<file path="src/hdl/pcl_pkg.sv">
`default_nettype none
// ----------------------------------------------------------------------------
// pcl_pkg
// shared types and constants for the positional circular list
// ----------------------------------------------------------------------------
package pcl_pkg;

    localparam int CAPACITY   = 16;
    localparam int DATA_WIDTH = 32;

    localparam int LEN_W  = $clog2(CAPACITY + 1);   // holds 0..CAPACITY
    localparam int ADDR_W = $clog2(CAPACITY);       // one slot of the store
    localparam int OP_W   = 3;
    localparam int VAL_W  = 32;
    localparam int POS_W  = 8;
    localparam int ST_W   = 2;
    localparam int CMP_W  = POS_W + 1;

    // stream words, padded to whole bytes
    localparam int S_TDATA_W = ((OP_W + VAL_W + POS_W + 7) / 8) * 8;
    localparam int M_TDATA_W = ((ST_W + VAL_W + 7) / 8) * 8;

    typedef enum logic [OP_W-1:0] {
        OP_INS_FRONT = 3'd0,
        OP_INS_END   = 3'd1,
        OP_INS_AT    = 3'd2,
        OP_DEL_FRONT = 3'd3,
        OP_DEL_END   = 3'd4,
        OP_DEL_AT    = 3'd5,
        OP_READ      = 3'd6,
        OP_NOP       = 3'd7
    } op_t;

    typedef enum logic [ST_W-1:0] {
        ST_OK     = 2'd0,
        ST_EMPTY  = 2'd1,
        ST_BADPOS = 2'd2,
        ST_FULL   = 2'd3
    } status_t;

    typedef enum logic [2:0] {
        S_IDLE,
        S_DECODE,
        S_MOVE,
        S_PUT,
        S_RESP,
        S_RD_ISSUE,
        S_RD_EMIT
    } state_t;

    // controller to datapath
    typedef struct packed {
        logic capture;
        logic setup;
        logic step;
        logic put;
        logic drop;
        logic emit_status;
        logic emit_entry;
    } cmd_t;

    // datapath to controller
    typedef struct packed {
        logic is_ins;
        logic is_del;
        logic is_read;
        logic err;
        logic left_zero;
        logic wr_pend;
        logic out_free;
    } sts_t;

endpackage

`default_nettype wire

</file>
<file path="src/hdl/pcl_ctrl.sv">
`default_nettype none
// ----------------------------------------------------------------------------
// pcl_ctrl
// sequencer for one list operation at a time
// ----------------------------------------------------------------------------
module pcl_ctrl import pcl_pkg::*;
(
    input  wire logic clk,
    input  wire logic rst_n,
    input  wire logic s_tvalid,
    output logic      s_tready,
    input  wire sts_t sts,
    output cmd_t      cmd
);

    state_t state_reg;
    state_t state_next;

    always_ff @(posedge clk or negedge rst_n)
    begin
        if (!rst_n)
        begin
            state_reg <= S_IDLE;
        end
        else
        begin
            state_reg <= state_next;
        end
    end

    // next state
    always_comb
    begin
        state_next = state_reg;
        case (state_reg)
            S_IDLE:
            begin
                if (s_tvalid)
                begin
                    state_next = S_DECODE;
                end
            end
            S_DECODE:
            begin
                if (sts.err)
                begin
                    state_next = S_RESP;
                end
                else if (sts.is_ins || sts.is_del)
                begin
                    state_next = S_MOVE;
                end
                else if (sts.is_read)
                begin
                    state_next = S_RD_ISSUE;
                end
                else
                begin
                    state_next = S_IDLE;
                end
            end
            S_MOVE:
            begin
                if (sts.left_zero && !sts.wr_pend)
                begin
                    state_next = sts.is_ins ? S_PUT : S_RESP;
                end
            end
            S_PUT:
            begin
                state_next = S_RESP;
            end
            S_RESP:
            begin
                if (sts.out_free)
                begin
                    state_next = S_IDLE;
                end
            end
            S_RD_ISSUE:
            begin
                state_next = S_RD_EMIT;
            end
            S_RD_EMIT:
            begin
                if (sts.out_free && sts.left_zero)
                begin
                    state_next = S_IDLE;
                end
            end
            default:
            begin
                state_next = S_IDLE;
            end
        endcase
    end

    // outputs
    always_comb
    begin
        s_tready = 1'b0;
        cmd      = '0;
        case (state_reg)
            S_IDLE:
            begin
                s_tready    = 1'b1;
                cmd.capture = s_tvalid;
            end
            S_DECODE:
            begin
                cmd.setup = 1'b1;
            end
            S_MOVE:
            begin
                cmd.step = !sts.left_zero;
                cmd.drop = sts.left_zero && !sts.wr_pend && sts.is_del;
            end
            S_PUT:
            begin
                cmd.put = 1'b1;
            end
            S_RESP:
            begin
                cmd.emit_status = sts.out_free;
            end
            S_RD_ISSUE:
            begin
                cmd.step = 1'b1;
            end
            S_RD_EMIT:
            begin
                cmd.emit_entry = sts.out_free;
                cmd.step       = sts.out_free && !sts.left_zero;
            end
            default:
            begin
                cmd = '0;
            end
        endcase
    end

endmodule

`default_nettype wire

</file>
<file path="src/hdl/pcl_dpath.sv">
`default_nettype none
// ----------------------------------------------------------------------------
// pcl_dpath
// entry store, length, walk counters and output register
// ----------------------------------------------------------------------------
module pcl_dpath import pcl_pkg::*;
(
    input  wire logic                 clk,
    input  wire logic                 rst_n,
    input  wire logic [S_TDATA_W-1:0] s_tdata,
    output logic                      m_tvalid,
    input  wire logic                 m_tready,
    output logic [M_TDATA_W-1:0]      m_tdata,
    output logic                      m_tlast,
    input  wire cmd_t                 cmd,
    output sts_t                      sts
);

    logic [DATA_WIDTH-1:0] mem [CAPACITY];

    op_t                   op_reg;
    logic [VAL_W-1:0]      value_reg;
    logic [POS_W-1:0]      pos_reg;
    logic [LEN_W-1:0]      len_reg;
    logic [LEN_W-1:0]      len_next;
    logic [LEN_W-1:0]      tgt_reg;
    logic [LEN_W-1:0]      ptr_reg;
    logic [LEN_W-1:0]      left_reg;
    status_t               code_reg;
    logic                  wr_pend_reg;
    logic                  wr_pend_next;
    logic [ADDR_W-1:0]     wr_addr_reg;
    logic [DATA_WIDTH-1:0] rd_data_reg;

    logic                  out_valid_reg;
    logic                  out_valid_next;
    status_t               out_status_reg;
    logic [VAL_W-1:0]      out_value_reg;
    logic                  out_last_reg;

    logic                  is_ins;
    logic                  is_del;
    logic                  is_read;
    logic                  bad_ins;
    logic                  bad_del;
    logic [CMP_W-1:0]      len_cmp;
    logic [CMP_W-1:0]      pos_cmp;
    status_t               code;
    logic [LEN_W-1:0]      tgt;
    logic [LEN_W-1:0]      ptr_init;
    logic [LEN_W-1:0]      left_init;
    logic                  mem_we;
    logic [ADDR_W-1:0]     mem_wa;
    logic [DATA_WIDTH-1:0] mem_wd;
    logic                  out_free;

    // decode of the captured operation
    always_comb
    begin
        is_ins  = (op_reg == OP_INS_FRONT) || (op_reg == OP_INS_END) ||
                  (op_reg == OP_INS_AT);
        is_del  = (op_reg == OP_DEL_FRONT) || (op_reg == OP_DEL_END) ||
                  (op_reg == OP_DEL_AT);
        is_read = (op_reg == OP_READ);
        len_cmp = CMP_W'(len_reg);
        pos_cmp = CMP_W'(pos_reg);
        bad_ins = (pos_reg == '0) || (pos_cmp > len_cmp + CMP_W'(1));
        bad_del = (pos_reg == '0) || (pos_cmp > len_cmp);

        code = ST_OK;
        if (is_ins)
        begin
            if (len_reg == LEN_W'(CAPACITY))
            begin
                code = ST_FULL;
            end
            else if ((op_reg == OP_INS_AT) && bad_ins)
            begin
                code = ST_BADPOS;
            end
        end
        else if (is_del || is_read)
        begin
            if (len_reg == '0)
            begin
                code = ST_EMPTY;
            end
            else if ((op_reg == OP_DEL_AT) && bad_del)
            begin
                code = ST_BADPOS;
            end
        end

        case (op_reg)
            OP_INS_END: tgt = len_reg;
            OP_INS_AT:  tgt = LEN_W'(pos_reg - POS_W'(1));
            OP_DEL_END: tgt = len_reg - LEN_W'(1);
            OP_DEL_AT:  tgt = LEN_W'(pos_reg - POS_W'(1));
            default:    tgt = '0;
        endcase

        // insert walks down from the tail, delete walks up past the target
        if (is_ins)
        begin
            ptr_init  = len_reg - LEN_W'(1);
            left_init = len_reg - tgt;
        end
        else if (is_del)
        begin
            ptr_init  = tgt + LEN_W'(1);
            left_init = len_reg - LEN_W'(1) - tgt;
        end
        else
        begin
            ptr_init  = '0;
            left_init = len_reg;
        end
    end

    assign out_free = !out_valid_reg || m_tready;

    assign sts.is_ins    = is_ins;
    assign sts.is_del    = is_del;
    assign sts.is_read   = is_read;
    assign sts.err       = (code != ST_OK);
    assign sts.left_zero = (left_reg == '0);
    assign sts.wr_pend   = wr_pend_reg;
    assign sts.out_free  = out_free;

    // single write port: pending shift write or the new entry
    assign mem_we = wr_pend_reg || cmd.put;
    assign mem_wa = wr_pend_reg ? wr_addr_reg : tgt_reg[ADDR_W-1:0];
    assign mem_wd = wr_pend_reg ? rd_data_reg : DATA_WIDTH'(value_reg);

    always_ff @(posedge clk)
    begin
        if (mem_we)
        begin
            mem[mem_wa] <= mem_wd;
        end
    end

    always_ff @(posedge clk)
    begin
        if (cmd.step)
        begin
            rd_data_reg <= mem[ptr_reg[ADDR_W-1:0]];
        end
    end

    always_comb
    begin
        len_next = len_reg;
        if (cmd.put)
        begin
            len_next = len_reg + LEN_W'(1);
        end
        else if (cmd.drop)
        begin
            len_next = len_reg - LEN_W'(1);
        end

        wr_pend_next = cmd.step && !is_read;

        out_valid_next = out_valid_reg;
        if (cmd.emit_status || cmd.emit_entry)
        begin
            out_valid_next = 1'b1;
        end
        else if (m_tready)
        begin
            out_valid_next = 1'b0;
        end
    end

    always_ff @(posedge clk or negedge rst_n)
    begin
        if (!rst_n)
        begin
            len_reg       <= '0;
            wr_pend_reg   <= 1'b0;
            out_valid_reg <= 1'b0;
        end
        else
        begin
            len_reg       <= len_next;
            wr_pend_reg   <= wr_pend_next;
            out_valid_reg <= out_valid_next;
        end
    end

    always_ff @(posedge clk)
    begin
        if (cmd.capture)
        begin
            op_reg    <= op_t'(s_tdata[OP_W-1:0]);
            value_reg <= s_tdata[OP_W +: VAL_W];
            pos_reg   <= s_tdata[OP_W+VAL_W +: POS_W];
        end
        if (cmd.setup)
        begin
            tgt_reg  <= tgt;
            ptr_reg  <= ptr_init;
            left_reg <= left_init;
            code_reg <= code;
        end
        else if (cmd.step)
        begin
            ptr_reg     <= is_ins ? ptr_reg - LEN_W'(1) : ptr_reg + LEN_W'(1);
            left_reg    <= left_reg - LEN_W'(1);
            wr_addr_reg <= is_ins ? ADDR_W'(ptr_reg + LEN_W'(1))
                                  : ADDR_W'(ptr_reg - LEN_W'(1));
        end
        if (cmd.emit_status)
        begin
            out_status_reg <= code_reg;
            out_value_reg  <= '0;
            out_last_reg   <= 1'b1;
        end
        else if (cmd.emit_entry)
        begin
            out_status_reg <= ST_OK;
            out_value_reg  <= VAL_W'(rd_data_reg);
            out_last_reg   <= (left_reg == '0);
        end
    end

    assign m_tvalid = out_valid_reg;
    assign m_tlast  = out_last_reg;
    assign m_tdata  = M_TDATA_W'({out_value_reg, out_status_reg});

`ifndef NO_ASSERTIONS
    a_len_bound: assert property (@(posedge clk) disable iff (!rst_n)
        len_reg <= LEN_W'(CAPACITY))
        else $error("list length above capacity");

    a_put_room: assert property (@(posedge clk) disable iff (!rst_n)
        cmd.put |-> (len_reg < LEN_W'(CAPACITY)))
        else $error("insert into a full list");

    a_drop_nonempty: assert property (@(posedge clk) disable iff (!rst_n)
        cmd.drop |-> (len_reg != '0))
        else $error("delete from an empty list");

    a_emit_free: assert property (@(posedge clk) disable iff (!rst_n)
        (cmd.emit_status || cmd.emit_entry) |-> out_free)
        else $error("output register overwritten before it was taken");

    a_port_conflict: assert property (@(posedge clk) disable iff (!rst_n)
        !(wr_pend_reg && cmd.put))
        else $error("shift write and new entry write in the same cycle");
`endif

endmodule

`default_nettype wire

</file>
<file path="src/hdl/positional_circular_list_top.sv">
`default_nettype none
// insert and delete answer after m entries (up to CAPACITY-1) are shifted one per cycle
// full, empty or bad position answers come without any shift; read out gives one word
//   per cycle while m_tready is high
// one item at a time: a new word is accepted only in idle, and output stalls hold the sequencer
// reset: rst_n asynchronous active low, clears length, state and output valid, not the store
// ----------------------------------------------------------------------------
// positional_circular_list_top
// bounded ordered list with positional insert, delete and read out
// ----------------------------------------------------------------------------
module positional_circular_list_top import pcl_pkg::*;
(
    input  wire logic                 clk,
    input  wire logic                 rst_n,
    // input stream
    input  wire logic                 s_tvalid,
    output logic                      s_tready,
    input  wire logic [S_TDATA_W-1:0] s_tdata,   // op[2:0], value[34:3], position[42:35]
    // result stream
    output logic                      m_tvalid,
    input  wire logic                 m_tready,
    output logic [M_TDATA_W-1:0]      m_tdata,   // status[1:0], entry_value[33:2]
    output logic                      m_tlast    // last word of this operation
);

    cmd_t cmd;
    sts_t sts;

    // sequencer: accepts a word in idle, then walks the store through the datapath
    pcl_ctrl u_ctrl
    (
        .clk      (clk),
        .rst_n    (rst_n),
        .s_tvalid (s_tvalid),
        .s_tready (s_tready),
        .sts      (sts),
        .cmd      (cmd)
    );

    // store, length, shift pointers and the output register that decouples m_tready
    pcl_dpath u_dpath
    (
        .clk      (clk),
        .rst_n    (rst_n),
        .s_tdata  (s_tdata),
        .m_tvalid (m_tvalid),
        .m_tready (m_tready),
        .m_tdata  (m_tdata),
        .m_tlast  (m_tlast),
        .cmd      (cmd),
        .sts      (sts)
    );

endmodule

`default_nettype wire
</file>
<file path="config.mk">
export PLATFORM = sky130hd
export DESIGN_NAME = positional_circular_list_top
export DESIGN_NICKNAME = d
export VERILOG_FILES = /design/src/hdl/pcl_pkg.sv /design/src/hdl/pcl_ctrl.sv /design/src/hdl/pcl_dpath.sv /design/src/hdl/positional_circular_list_top.sv
export SDC_FILE = /design/constraint.sdc
export NUM_CORES = 1
export LEC_CHECK = 0
export ABC_CLOCK_PERIOD_IN_PS = 8200
export BUFFER_PORTS_ARGS = -buffer_cell sky130_fd_sc_hd__buf_2
export CAP_MARGIN = 10
export CORE_ASPECT_RATIO = 0.8
export CORE_UTILIZATION = 40
export DETAILED_ROUTE_END_ITERATION = 10
export GPL_ROUTABILITY_DRIVEN = 0
export GPL_TIMING_DRIVEN = 0
export SLEW_MARGIN = 0
export SYNTH_ARGS = -nofsm -noshare
export SYNTH_HDL_FRONTEND = slang
export SYNTH_SLANG_ARGS = --single-unit
</file>
<file path="constraint.sdc">
create_clock -name clk -period 8.2 [get_ports clk]
set_input_delay 1.64 -clock clk [delete_from_list [all_inputs] [get_ports clk]]
set_output_delay 1.64 -clock clk [all_outputs]
set_load 0.1 [all_outputs]
</file>
# --- Word-level counts from Yosys, hierarchy flattened ---
# Memory sizes are Yosys's and may differ from the RTL's. A register that Yosys moved wholly into a read port is not among the register bits.
# Cells that the tools add are included.
word_totals:
  ff_bits: 108
  word_cells: 125
  out_inout_bits: 43
  mem_bits_rw: 512
  n_memories: 1
op_classes:
  bitwise: 1
  n_reduce_logical: 35
  order_cmp: 2
  n_eq_ne: 17
  addsub: 10
  mux: 44
mem_list:
  columns: ["name", "depth", "word_bits", "rd", "rd_ports_with_merged_regs", "write_ports", "line", "rtl"]
  rows:
  - ["u_dpath.mem", 16, 32, 1, 1, 1, "pcl_dpath.sv:19", "logic [DATA_WIDTH-1:0] mem [CAPACITY];"]
op_table:
  columns: ["op", "count"]
  rows:
  - ["$mux 5", 11]
  - ["$mux 32", 1]
  - ["$mux 3", 8]
  - ["$pmux 3 s7", 1]
  - ["$sub 5x1->5 const B", 4]
  - ["$eq 3x3->1 const B", 6]
  - ["$mux 2", 8]
  - ["$add 5x1->5 const B", 3]
  - ["$pmux 5 s3", 1]
  - ["$eq 3x2->1 const B", 4]
  - ["$logic_or 1x1->1", 11]
  - ["$mux 1", 11]
  - ["$logic_not 5->1", 2]
  - ["$reduce_bool 2->1", 5]
  - ["$sub 5x5->5", 2]
  - ["$gt 8x5->1", 1]
  - ["$gt 8x6->1", 1]
  - ["$logic_not 8->1", 1]
  - ["$mux 4", 2]
  - ["$logic_and 1x1->1", 7]
  - ["$add 5x1->6 const B", 1]
  - ["$eq 3x1->1 const B", 2]
  - ["$logic_not 3->1", 2]
  - ["$ne 2x1->1 const B", 3]
  - ["8 further kinds", 11]

# --- Longest topological paths before layout ---
# Gate-level depths: netlist of the first run.
logic_depth:
  ltp_word: 10
  mapped_depth: 14

# --- Hierarchy ---
# From an unflattened synthesis of the first run, not the netlist that was laid out.
unflattened:
  cells_unflattened: 1574
  hier_area_um2: 26492.9
modules_own_cells:
  columns: ["module", "area_each_um2", "n_inst", "cells_per_inst"]
  rows:
  - ["pcl_dpath", 26127.6, 1, 1531]
  - ["pcl_ctrl", 365.4, 1, 43]

# --- Worst setup path after synthesis of the first run ---
# Ideal clock, no wire load.
synth_timing:
  path_kind: "register to register"
  start: "reg u_ctrl.state_reg[1]"
  end: "reg u_dpath.op_reg[0], enable pin"
  required_time_ns: 7.796
  setup_ns: 0.404
  synth_period_minus_slack_ns: 4.538
  n_path_buf: 2
  arrival_ns: 4.134
  path_stages_with_launch: 5
  setup_slack_ns: 3.662
  path_cell_list: "dfrtp_1 > clkbuf_1 > clkbuf_1 > nor3_1 > and2_1"
synth_lines:
  columns: ["element", "line", "rtl"]
  rows:
  - ["start: declaration", "pcl_ctrl.sv:16", "state_t state_reg;"]
  - ["start signal: assignment", "pcl_ctrl.sv:27", "state_reg <= state_next;"]
  - ["end signal: assignment", "pcl_dpath.sv:196", "op_reg <= op_t'(s_tdata[OP_W-1:0]);"]
  - ["end: declaration", "pcl_dpath.sv:21", "op_t op_reg;"]

# --- Worst setup path in the final report of the first run ---
layout_timing:
  start: "reg u_dpath.len_reg[0]"
  end: "reg u_dpath.left_reg[4], data pin"
layout_via:
  elab_chain_cells: 6
  word_cells_on_any_way: 7
  classes_between: "add/sub (3); mux (4)"
layout_lines:
  columns: ["element", "line", "rtl"]
  rows:
  - ["start: declaration", "pcl_dpath.sv:24", "logic [LEN_W-1:0] len_reg;"]
  - ["start signal: assignment", "pcl_dpath.sv:186", "len_reg <= len_next;"]
  - ["$sub 5x1->5 (*)", "pcl_dpath.sv:97", "OP_DEL_END: tgt = len_reg - LEN_W'(1);"]
  - ["$pmux 5 s3 (*)", "pcl_dpath.sv:94", "case (op_reg)"]
  - ["named net u_dpath.tgt[1]", "pcl_dpath.sv:49", "logic [LEN_W-1:0] tgt;"]
  - ["$sub 5x5->5", "pcl_dpath.sv:111", "left_init = len_reg - LEN_W'(1) - tgt;"]
  - ["$mux 5", "pcl_dpath.sv:108", "else if (is_del)"]
  - ["$mux 5 (*)", "pcl_dpath.sv:103", "if (is_ins)"]
  - ["$mux 5 (*)", "pcl_dpath.sv:200", "if (cmd.setup)"]
  - ["end signal: assignment", "pcl_dpath.sv:204", "left_reg <= left_init;"]
  - ["end signal: assignment", "pcl_dpath.sv:210", "left_reg <= left_reg - LEN_W'(1);"]
  - ["end: declaration", "pcl_dpath.sv:28", "logic [LEN_W-1:0] left_reg;"]
# The timed path passes the listed nets; every way through them passes the cells marked *.
# A chain may end at the register's enable or synchronous reset.

==> flow_metrics.tcl, run 1 <==
set metrics [dict create \
    ant_nets 0 \
    grt_pass1_wl_um 93200 \
    crit_path_frequent_cell "inv_1" \
    first_iter_violations 1471 \
    clkTransAtPathRegs_ps 60 \
    synthMostInstantiatedCell "edfxtp_1" \
    rows 83 \
    die_x_um 287 \
    syn_avg_cell_area_um2 19.7 \
    ys_warn_count 0 \
    slew_headroom_pct 23.6 \
    cts_resized 0 \
    synth_top_cell_by_area "edfxtp_1" \
    seqPwrFrac_pct 40.8 \
    synth-async-reset-ratio_pct 1.54 \
    hp-class "reg -> reg" \
    grt_overflow 0 \
    path_max_fanout 7 \
    synth_top_cells_by_count "edfxtp_1, mux4_2, nand2_1" \
    synth-seq-cells 651 \
    antenna_cells 0 \
    cts_sinks 651 \
    crit_chain "inv_1 -> ha_1 -> mux2i_1 -> a22oi_1 -> o22ai_1 -> inv_1 -> fa_1 -> a21o_1 -> a21oi_1 -> xor2_1 -> or4b_1 -> a31oi_1 -> o41ai_2" \
    regMostFlops "u_dpath.mem" \
    utilization_pct 47.0 \
    internal_power_mw 7.57 \
    fmax_mhz 228 \
    io_pins 95 \
    timing.final.ws_setup_ps 3800 \
    hold_viol_final 0 \
    skew_ps 23.3 \
    initial_utilization_pct 40.5 \
    largest_register_ffs 512 \
    cap_violations 0 \
    fin_nets 1584 \
    post-route-drc-count 0 \
    numCtsBuffers 66 \
    vias 13300 \
    drive_gt1_share_pct 28.9 \
    tns_ps 0 \
    crit_arrival_ps 4730 \
    synth_area_um2 26100 \
    yosysTopAreaCellShare_pct 70.1 \
    regToRegSetupSlack_ps 3800 \
    clock-root-buffer "clkbuf_16" \
    fin_crit_sh_pct 53.6 \
    pwr-share-clk_pct 25.2 \
    portBuffers 83 \
    switching_share_pct 33.6 \
    syn_inst 1323 \
    critPathMaxStageDelay_ps 550 \
    syn2layout_area_growth_pct 16.1 \
    fillers 5290 \
    first_global_vias 13700 \
    antenna_found_initial 1 \
    dieArea_um2 66200 \
    postCtsHoldBufs 0 \
    grt_max_degree 31 \
    layout.cells.non_filler 2401 \
    rsz0062_at_grt "false" \
    wl_per_cell_um 26.4 \
    end_kind "flip-flop" \
    dp_cells 2283 \
    leakagePower_nw 9.88 \
    status "finished clean" \
    pre_cts_slack_ps 3870 \
    seq_area_frac_synth_pct 73.6 \
    synthDistinctLibCells 65 \
    synth_area_leaders "edfxtp_1, mux4_2, dfxtp_1" \
    die_h_um 230 \
    slowest_stage "dfrtp_1" \
    dr.pass1.iters 5 \
    cts_tree "built" \
    grtUsageTotal_pct 19.8 \
    pwr-share-comb_pct 34.1 \
    synth-main-ff-cell "edfxtp_1" \
    peakVddDrop_uv 174 \
    p_per_area_nw_per_um2 377 \
    worst-setup-path-type "reg -> reg" \
    cts.path.max_buffers 3 \
    htree_levels 3 \
    cts_setup_buffers 0 \
    required_ps 8530 \
    totalWireLength_um 63500 \
    slew_viol_final 0 \
    coreArea_um2 64300 \
    dp_hpwl_um 39800 \
    p_switching_mw 3.84 \
    min_period_ps 4400 \
    worstMarginPinSlew_ps 1150 \
    clk_latency_ps 600 \
    finalSetupViolations 0 \
    vias_per_cell 5.53 \
    cp-start-kind "flip-flop" \
    synth_edf_count 608 \
    p_total_mw 11.4 \
]
cells by family after synthesis:
logic type / share of synthesized area, %
compound gates: 2.84
xor+xnor: 0.908
mux: 15.7
simple gates: 3.37
fa+ha+maj: 1.55
other cells: 0.0144
flops: 73.6
buf+inv: 2.02
critical path: cells and delay by family, from the launching register on:
kind / cells / cell delay, ps
xor+xnor: 1 / 140
fa+ha+maj: 2 / 930
buf+inv: 2 / 480
compound gates: 6 / 1350
simple gates: 1 / 520
flops: 1 / 550
mux: 1 / 160
final timing paths:
kind                                                  startpoint                               endpoint  cells after the start
max                               u_dpath.len_reg[0]$_DFFE_PN0P_          u_dpath.left_reg[4]$_DFFE_PP_                     13
min                        u_dpath.out_value_reg[3]$_SDFFE_PP0P_  u_dpath.out_value_reg[3]$_SDFFE_PP0P_                      2
max reg2reg                       u_dpath.len_reg[0]$_DFFE_PN0P_          u_dpath.left_reg[4]$_DFFE_PP_                     13
min reg2reg                u_dpath.out_value_reg[3]$_SDFFE_PP0P_  u_dpath.out_value_reg[3]$_SDFFE_PP0P_                      2
max in group asynchronous                                  rst_n         u_dpath.len_reg[3]$_DFFE_PN0P_                      1
min in group asynchronous                                  rst_n         u_dpath.len_reg[2]$_DFFE_PN0P_                      1
power groups by stage:
stage                     clock (mW)  combinational, mW  sequential (mW)
final                           2.87               3.89             4.65
after CTS                       2.93               3.94             4.65
after floorplan                    0               2.39             4.97
after global placement             0               3.73             4.75
after global routing            3.04               4.19             4.69
after detailed placement           0               3.92             4.71
metrics by stage:
step                hold slack, ps  instance area (µm²)
floorplan                      497                26100
global placement               435                27500
detailed placement             438                28200
CTS                            451                30200
global route                   485                30200
finish                         444                30200
layer usage:
metal / global-route usage [%] / part of all wire [%] / up-vias
met5: 0 / 0 / -
met4: 4.85 / 1.8 / 0
met3: 4.48 / 7.5 / 92
met2: 31.1 / 47 / 465
met1: 27.9 / 43 / 7015
li1: - / - / 5704
cell usage in the layout, fill, tap and decap left out, drive strengths merged, types with 6 or more instances in the layout:
cell type	synthesis	layout
a31oi	8	8
clkinv	0	22
mux2i	11	11
dfrtp	10	10
o21ai	49	49
a21oi	13	13
nand2	93	93
dfxtp	33	33
nor3	12	12
mux2	34	34
ha	29	29
a22oi	6	6
clkbuf	30	117
buf	45	150
xnor2	19	19
a21o	8	8
nand3	10	10
nor2	33	33
conb	1	6
edfxtp	608	608
nor3b	7	7
nor2b	8	8
xor2	8	8
mux4	160	160
inv	31	34
cell type report:
type	instances	area, µm²	share of cell area, %
Buffer	75	410	1.36
Clock buffer	87	1820	6.03
Clock inverter	31	205	0.679
Inverter	31	116	0.385
Multi-Input combinational cell	571	6510	21.5
Sequential cell	651	19200	63.4
Tap cell	850	1060	3.52
Timing Repair Buffer	105	938	3.10
No activity file was read; power rests on OpenSTA's default activity.
==> run 2, diff against run 1 <==
ABC_CLOCK_PERIOD_IN_PS = 4500   (was 8200)
clock period = 4.5 ns   (was 8.2 ns; I/O delays follow)
==> run 2 against run 1 <==
Against the previous run:
- register-to-register slack lost 3500 ps
- clock power grew 90%
- power up 84%
- cell area up 0.14%
- final cell count about the same
- critical path type unchanged
- critical endpoint unchanged
- largest cell class unchanged
- highest routed layer unchanged
==> flow_metrics.tcl, run 2 (synthesis gave the netlist of run 1 again) <==
set metrics [dict create \
    status "finished clean" \
    numCtsBuffers 66 \
    totalWireLength_um 63200 \
    die_h_um 230 \
    p_switching_mw 7.02 \
    clk_latency_ps 600 \
    cp-start-kind "flip-flop" \
    peakVddDrop_uv 363 \
    initial_utilization_pct 40.5 \
    min_period_ps 4240 \
    vias_per_cell 5.58 \
    regMostFlops "u_dpath.mem" \
    crit_family "compound AO/OA/AOI/OAI gates" \
    path_max_fanout 7 \
    dieArea_um2 66200 \
    dr.pass1.iters 5 \
    wl_per_cell_um 26.3 \
    pwr-share-comb_pct 33.7 \
    cts_sinks 651 \
    hp-class "in -> async" \
    critPathMaxStageDelay_ps 590 \
    skew_ps 24.2 \
    cap_violations 0 \
    largest_register_ffs 512 \
    first_iter_violations 1444 \
    design_area_um2 30300 \
    internal_power_mw 14.0 \
    required_ps 4820 \
    fin_nets 1582 \
    slew_viol_final 0 \
    die_x_um 287 \
    fillers 5273 \
    hold_viol_final 0 \
    grtUsageTotal_pct 19.5 \
    crit_arrival_ps 4570 \
    grt_overflow 0 \
    ant_nets 0 \
    fmax_mhz 236 \
    rows 83 \
    seqPwrFrac_pct 40.4 \
    io_pins 95 \
    crit_path_frequent_cell "inv_1" \
    grt_pass1_wl_um 92500 \
    fin_crit_sh_pct 94.3 \
    final_cell_mix "edfxtp_1, mux4_2, buf_2" \
    worstMarginPinSlew_ps 1120 \
    final_common_cell "edfxtp_1" \
    p_per_area_nw_per_um2 694 \
    rsz0062_at_grt "false" \
    first_global_vias 13300 \
    finalSetupViolations 0 \
    end_kind "flip-flop" \
    clock-root-buffer "clkbuf_16" \
    crit_buf_inv 2 \
    crit_chain "inv_1 -> ha_1 -> mux2i_1 -> a22oi_1 -> o22ai_2 -> inv_1 -> fa_1 -> a21o_1 -> a21oi_1 -> xor2_1 -> or4b_1 -> a31oi_1 -> o41ai_2" \
    clkTransAtPathRegs_ps 60 \
    cts.path.max_buffers 3 \
    p_total_mw 21.0 \
    slowest_stage "dfrtp_1" \
    vias 13400 \
    switching_share_pct 33.4 \
    antenna_cells 0 \
    pwr-share-clk_pct 25.9 \
    dpl_cell_area_um2 28200 \
    slew_headroom_pct 25.5 \
    grt_max_degree 44 \
    worst-setup-path-type "reg -> reg" \
    syn2layout_area_growth_pct 16.2 \
    coreArea_um2 64300 \
    antenna_found_initial 1 \
    leakagePower_nw 9.90 \
    portBuffers 83 \
    drive_gt1_share_pct 29.2 \
    post-route-drc-count 0 \
    tns_ps 0 \
    htree_levels 3 \
    dp_hpwl_um 39500 \
    cts_setup_buffers 0 \
    cts_tree "built" \
]
run 2: cell type report:
cell class,count,area (µm²),area share (%)
Clock buffer,93,1850,6.10
Tap cell,850,1060,3.51
Sequential cell,651,19200,63.3
Inverter,31,116,0.384
Multi-Input combinational cell,571,6520,21.5
Buffer,75,410,1.36
Clock inverter,25,268,0.884
Timing Repair Buffer,103,883,2.92
run 2: timing repair:
item                                   CTS  global route
setup endpoints to repair                0             1
hold buffers                             0             0
endpoints found under the hold margin    0             0
resized for setup                        0             1
run 2: final timing paths:
path	startpoint	to	slack (ps)	depth (start not counted)
setup / recovery	u_dpath.len_reg[0]$_DFFE_PN0P_	u_dpath.left_reg[4]$_DFFE_PP_	260	13
hold / removal	rst_n	u_dpath.len_reg[0]$_DFFE_PN0P_	170	1
setup reg to reg	u_dpath.len_reg[0]$_DFFE_PN0P_	u_dpath.left_reg[4]$_DFFE_PP_	260	13
hold reg to reg	u_dpath.out_value_reg[28]$_SDFFE_PP0P_	u_dpath.out_value_reg[28]$_SDFFE_PP0P_	450	2
max in group asynchronous	rst_n	u_dpath.wr_pend_reg$_DFF_PN0_	4130	1
min in group clk	u_dpath.out_value_reg[28]$_SDFFE_PP0P_	u_dpath.out_value_reg[28]$_SDFFE_PP0P_	450	2
run 2: through the flow:
step / util (%) / setup WS (ps) / hold slack [ps] / instances
2_1_floorplan: - / 880 / 497 / 1328
3_3_place_gp: 42.9 / -2840 / 435 / 2261
3_5_place_dp: 43.8 / 62.6 / 439 / 2281
4_1_cts: 47.1 / 38.9 / 140 / 2399
5_1_grt: 47.1 / 100 / 163 / 2399
6_report: 47.1 / 256 / 167 / 2399
run 2: layer usage:
layer  up-vias  track usage (%)  routed length, µm
li1       5697                -                  -
met1      7123             29.4              29200
met2       477             29.7              29200
met3        85             3.02               3660
met4         0             4.79               1180
met5         -                0                  0
run 2: power groups by stage:
stage	clock [mW]	sequential, mW	combinational, mW
2_1_floorplan	0	9.06	4.36
3_3_place_gp	0	8.66	6.80
3_5_place_dp	0	8.60	7.13
4_1_cts	5.54	8.48	7.16
5_1_grt	5.75	8.55	7.59
6_report	5.44	8.48	7.09
==> run 3, diff against run 2 <==
ABC_AREA = 1   (was default)
SLEW_MARGIN = 20   (was 0)
==> run 3 against run 2 <==
Against the previous run:
- register-to-register slack gained 850 ps
- sequential cell count is the same
- non-clock buffer count grew 65
- routed wire length grew 25%
- combinational power grew 33%
- clock skew shrank 2.5 ps
- count of clock-buffer cells in the layout shrank 3
- global-route usage grew 4.2 points
- largest power group is now combinational cells
- synthesized cell count grew 64%
- highest routed layer unchanged
- power grew 13%
==> flow_metrics.tcl, run 3 <==
set metrics [dict create \
    synth-seq-cells 651 \
    utilization_pct 47.5 \
    grt_overflow 0 \
    slew_headroom_pct 24.7 \
    seq_area_frac_synth_pct 72.4 \
    hp-class "in -> async" \
    syn2layout_area_growth_pct 16.3 \
    cts_tree "built" \
    path_max_fanout 8 \
    yosysTopAreaCellShare_pct 69.0 \
    cts_sinks 651 \
    wl_per_cell_um 24.4 \
    syn_avg_cell_area_um2 12.2 \
    numCtsBuffers 68 \
    grt_pass1_wl_um 115000 \
    layout.cells.non_filler 3251 \
    cts_setup_buffers 0 \
    p_total_mw 23.7 \
    regMostFlops "u_dpath.mem" \
    drive_gt1_share_pct 12.3 \
    postCtsHoldBufs 0 \
    synth-main-ff-cell "edfxtp_1" \
    first_iter_violations 2521 \
    regToRegSetupSlack_ps 1110 \
    rsz0062_at_grt "false" \
    dp_hpwl_um 54000 \
    synth_top_cells_by_count "edfxtp_1, nor2_1, o21ai_0" \
    crit_arrival_ps 3740 \
    largest_register_ffs 512 \
    initial_utilization_pct 40.9 \
    rows 83 \
    reg2reg_depth 14 \
    worst-setup-path-type "reg -> reg" \
    synth_area_leaders "edfxtp_1, o21ai_0, nor2_1" \
    seq_area_um2 19200 \
    dp_cells 3131 \
    leakagePower_nw 10.7 \
    totalWireLength_um 79300 \
    first_global_vias 17500 \
    fillers 5728 \
    final_cell_mix "edfxtp_1, nor2_1, o21ai_0" \
    io_pins 95 \
    cts.path.max_buffers 3 \
    fin_nets 2434 \
    hold_ws_ps 164 \
    worstMarginPinSlew_ps 1130 \
    cts_resized 0 \
    regToRegStartpoint "u_dpath.len_reg[0]$_DFFE_PN0P_" \
    slew_viol_final 0 \
    synth-async-reset-ratio_pct 1.54 \
    synth_area_um2 26500 \
    clock-root-buffer "clkbuf_16" \
    synth_edf_count 608 \
    synthMostInstantiatedCell "edfxtp_1" \
    portBuffers 83 \
    post-route-drc-count 0 \
    antenna_cells 0 \
    slowest_stage "dfrtp_1" \
    clk_latency_ps 610 \
    antenna_found_initial 1 \
    grt_util_met1_pct 35.0 \
    timing.final.ws_setup_ps 1110 \
    skew_ps 21.8 \
    min_period_ps 3390 \
    syn_inst 2164 \
    die_h_um 232 \
    fmax_mhz 295 \
    grtUsageTotal_pct 23.7 \
    dpl_cell_area_um2 28700 \
    peakVddDrop_uv 361 \
    cp-start-kind "flip-flop" \
    finalSetupViolations 0 \
    vias_per_cell 5.66 \
    end_kind "flip-flop" \
    clkTransAtPathRegs_ps 60 \
    dieArea_um2 67200 \
    top_usage_layer "met1" \
    coreArea_um2 64800 \
    pre_cts_slack_ps 1180 \
    r2r_end "u_dpath.left_reg[4]$_DFFE_PP_" \
    ant_nets 0 \
    crit_chain "inv_1 -> ha_1 -> inv_1 -> nand2_1 -> nand3_1 -> inv_1 -> fa_1 -> nand3_1 -> nand2_1 -> xor2_1 -> a21oi_1 -> o21ai_1 -> nand2_1 -> a21oi_1" \
    grt_max_degree 20 \
    tns_ps 0 \
    ys_warn_count 0 \
    required_ps 4850 \
    synthDistinctLibCells 44 \
    grtUsageMet2_pct 34.0 \
    grtUsageMet3_pct 6.83 \
    hold_viol_final 0 \
    htree_levels 3 \
    p_per_area_nw_per_um2 770 \
    cap_violations 0 \
    critPathMaxStageDelay_ps 550 \
    vias 18400 \
    multi_input_area_um2 6590 \
    synth_top_cell_by_area "edfxtp_1" \
    die_x_um 290 \
    design_area_um2 30800 \
    dr.pass1.iters 5 \
    fin_crit_sh_pct 75.3 \
    final_common_cell "edfxtp_1" \
    status "finished clean" \
]
-- run 3: changes by cell type in the layout (fill, tap and decap cells not counted), moves of 11 or more --
cell,change
a21oi_1,+33
nor2_1,+383
buf_2,+11
mux2_2,-34
clkbuf_1,+55
o21ai_0,+301
buf_4,+12
nand2_1,+112
mux4_2,-160
xnor2_1,-12
o22ai_1,+148
inv_1,+35
mux2i_1,-11
-- run 3: worst max-delay path by stage --
| stage | startpoint | slack (ps) | end | cells past startpoint |
|---|---|---|---|---|
| after floorplan | s_tvalid | 120 | u_dpath.op_reg[0]$_DFFE_PP_ | 2 |
| after CTS | u_dpath.len_reg[0]$_DFFE_PN0P_ | 1150 | u_dpath.left_reg[4]$_DFFE_PP_ | 14 |
| after global placement | s_tvalid | -3070 | u_dpath.value_reg[29]$_DFFE_PP_ | 3 |
| after detailed placement | u_dpath.len_reg[0]$_DFFE_PN0P_ | 1180 | u_dpath.left_reg[4]$_DFFE_PP_ | 14 |
| after global routing | u_dpath.len_reg[0]$_DFFE_PN0P_ | 870 | u_dpath.left_reg[4]$_DFFE_PP_ | 15 |
| final | u_dpath.len_reg[0]$_DFFE_PN0P_ | 1110 | u_dpath.left_reg[4]$_DFFE_PP_ | 14 |
-- run 3: final cells by class --
class,count,share of cell area [%]
tap,850,3.45
inverter,77,0.943
sequential,651,62.2
buffer,131,1.89
multi-input combinational,1310,21.4
clock inverter,30,0.809
timing repair buffer,112,3.38
clock buffer,90,5.90
-- run 3: cells by family after synthesis --
logic type | after synthesis | share of synthesized area (%)
other | 1 | 0.0142
AND/OR/NAND/NOR | 668 | 9.92
buffers and inverters | 208 | 3.29
flip-flops | 651 | 72.4
adder cells (fa/ha/maj) | 31 | 1.52
AO/OA/AOI/OAI | 583 | 12.1
XOR/XNOR | 22 | 0.784
-- run 3: power breakdown --
part / internal [mW] / switching (mW)
Sequential: 8.49 / 0.464
Clock: 3.07 / 2.30
Combinational: 2.25 / 7.15
Total: 13.8 / 9.91
-- run 3: worst max-delay path: cells and delay by family, from the launching register on --
family,cells,cell delay [ps]
DFF,1,550
buffers and inverters,3,710
adders and majority gates,2,840
AOI/OAI and AO/OA,3,280
and+or+nand+nor,5,580
xor gates and xnor gates,1,170
-- run 3: layer usage --
| metal | part of all wire (%) | vias to the layer above |
|---|---|---|
| li1 | - | 8197 |
| met4 | 2.2 | 0 |
| met2 | 42 | 1078 |
| met3 | 12 | 120 |
| met1 | 43 | 8990 |
| met5 | 0 | - |
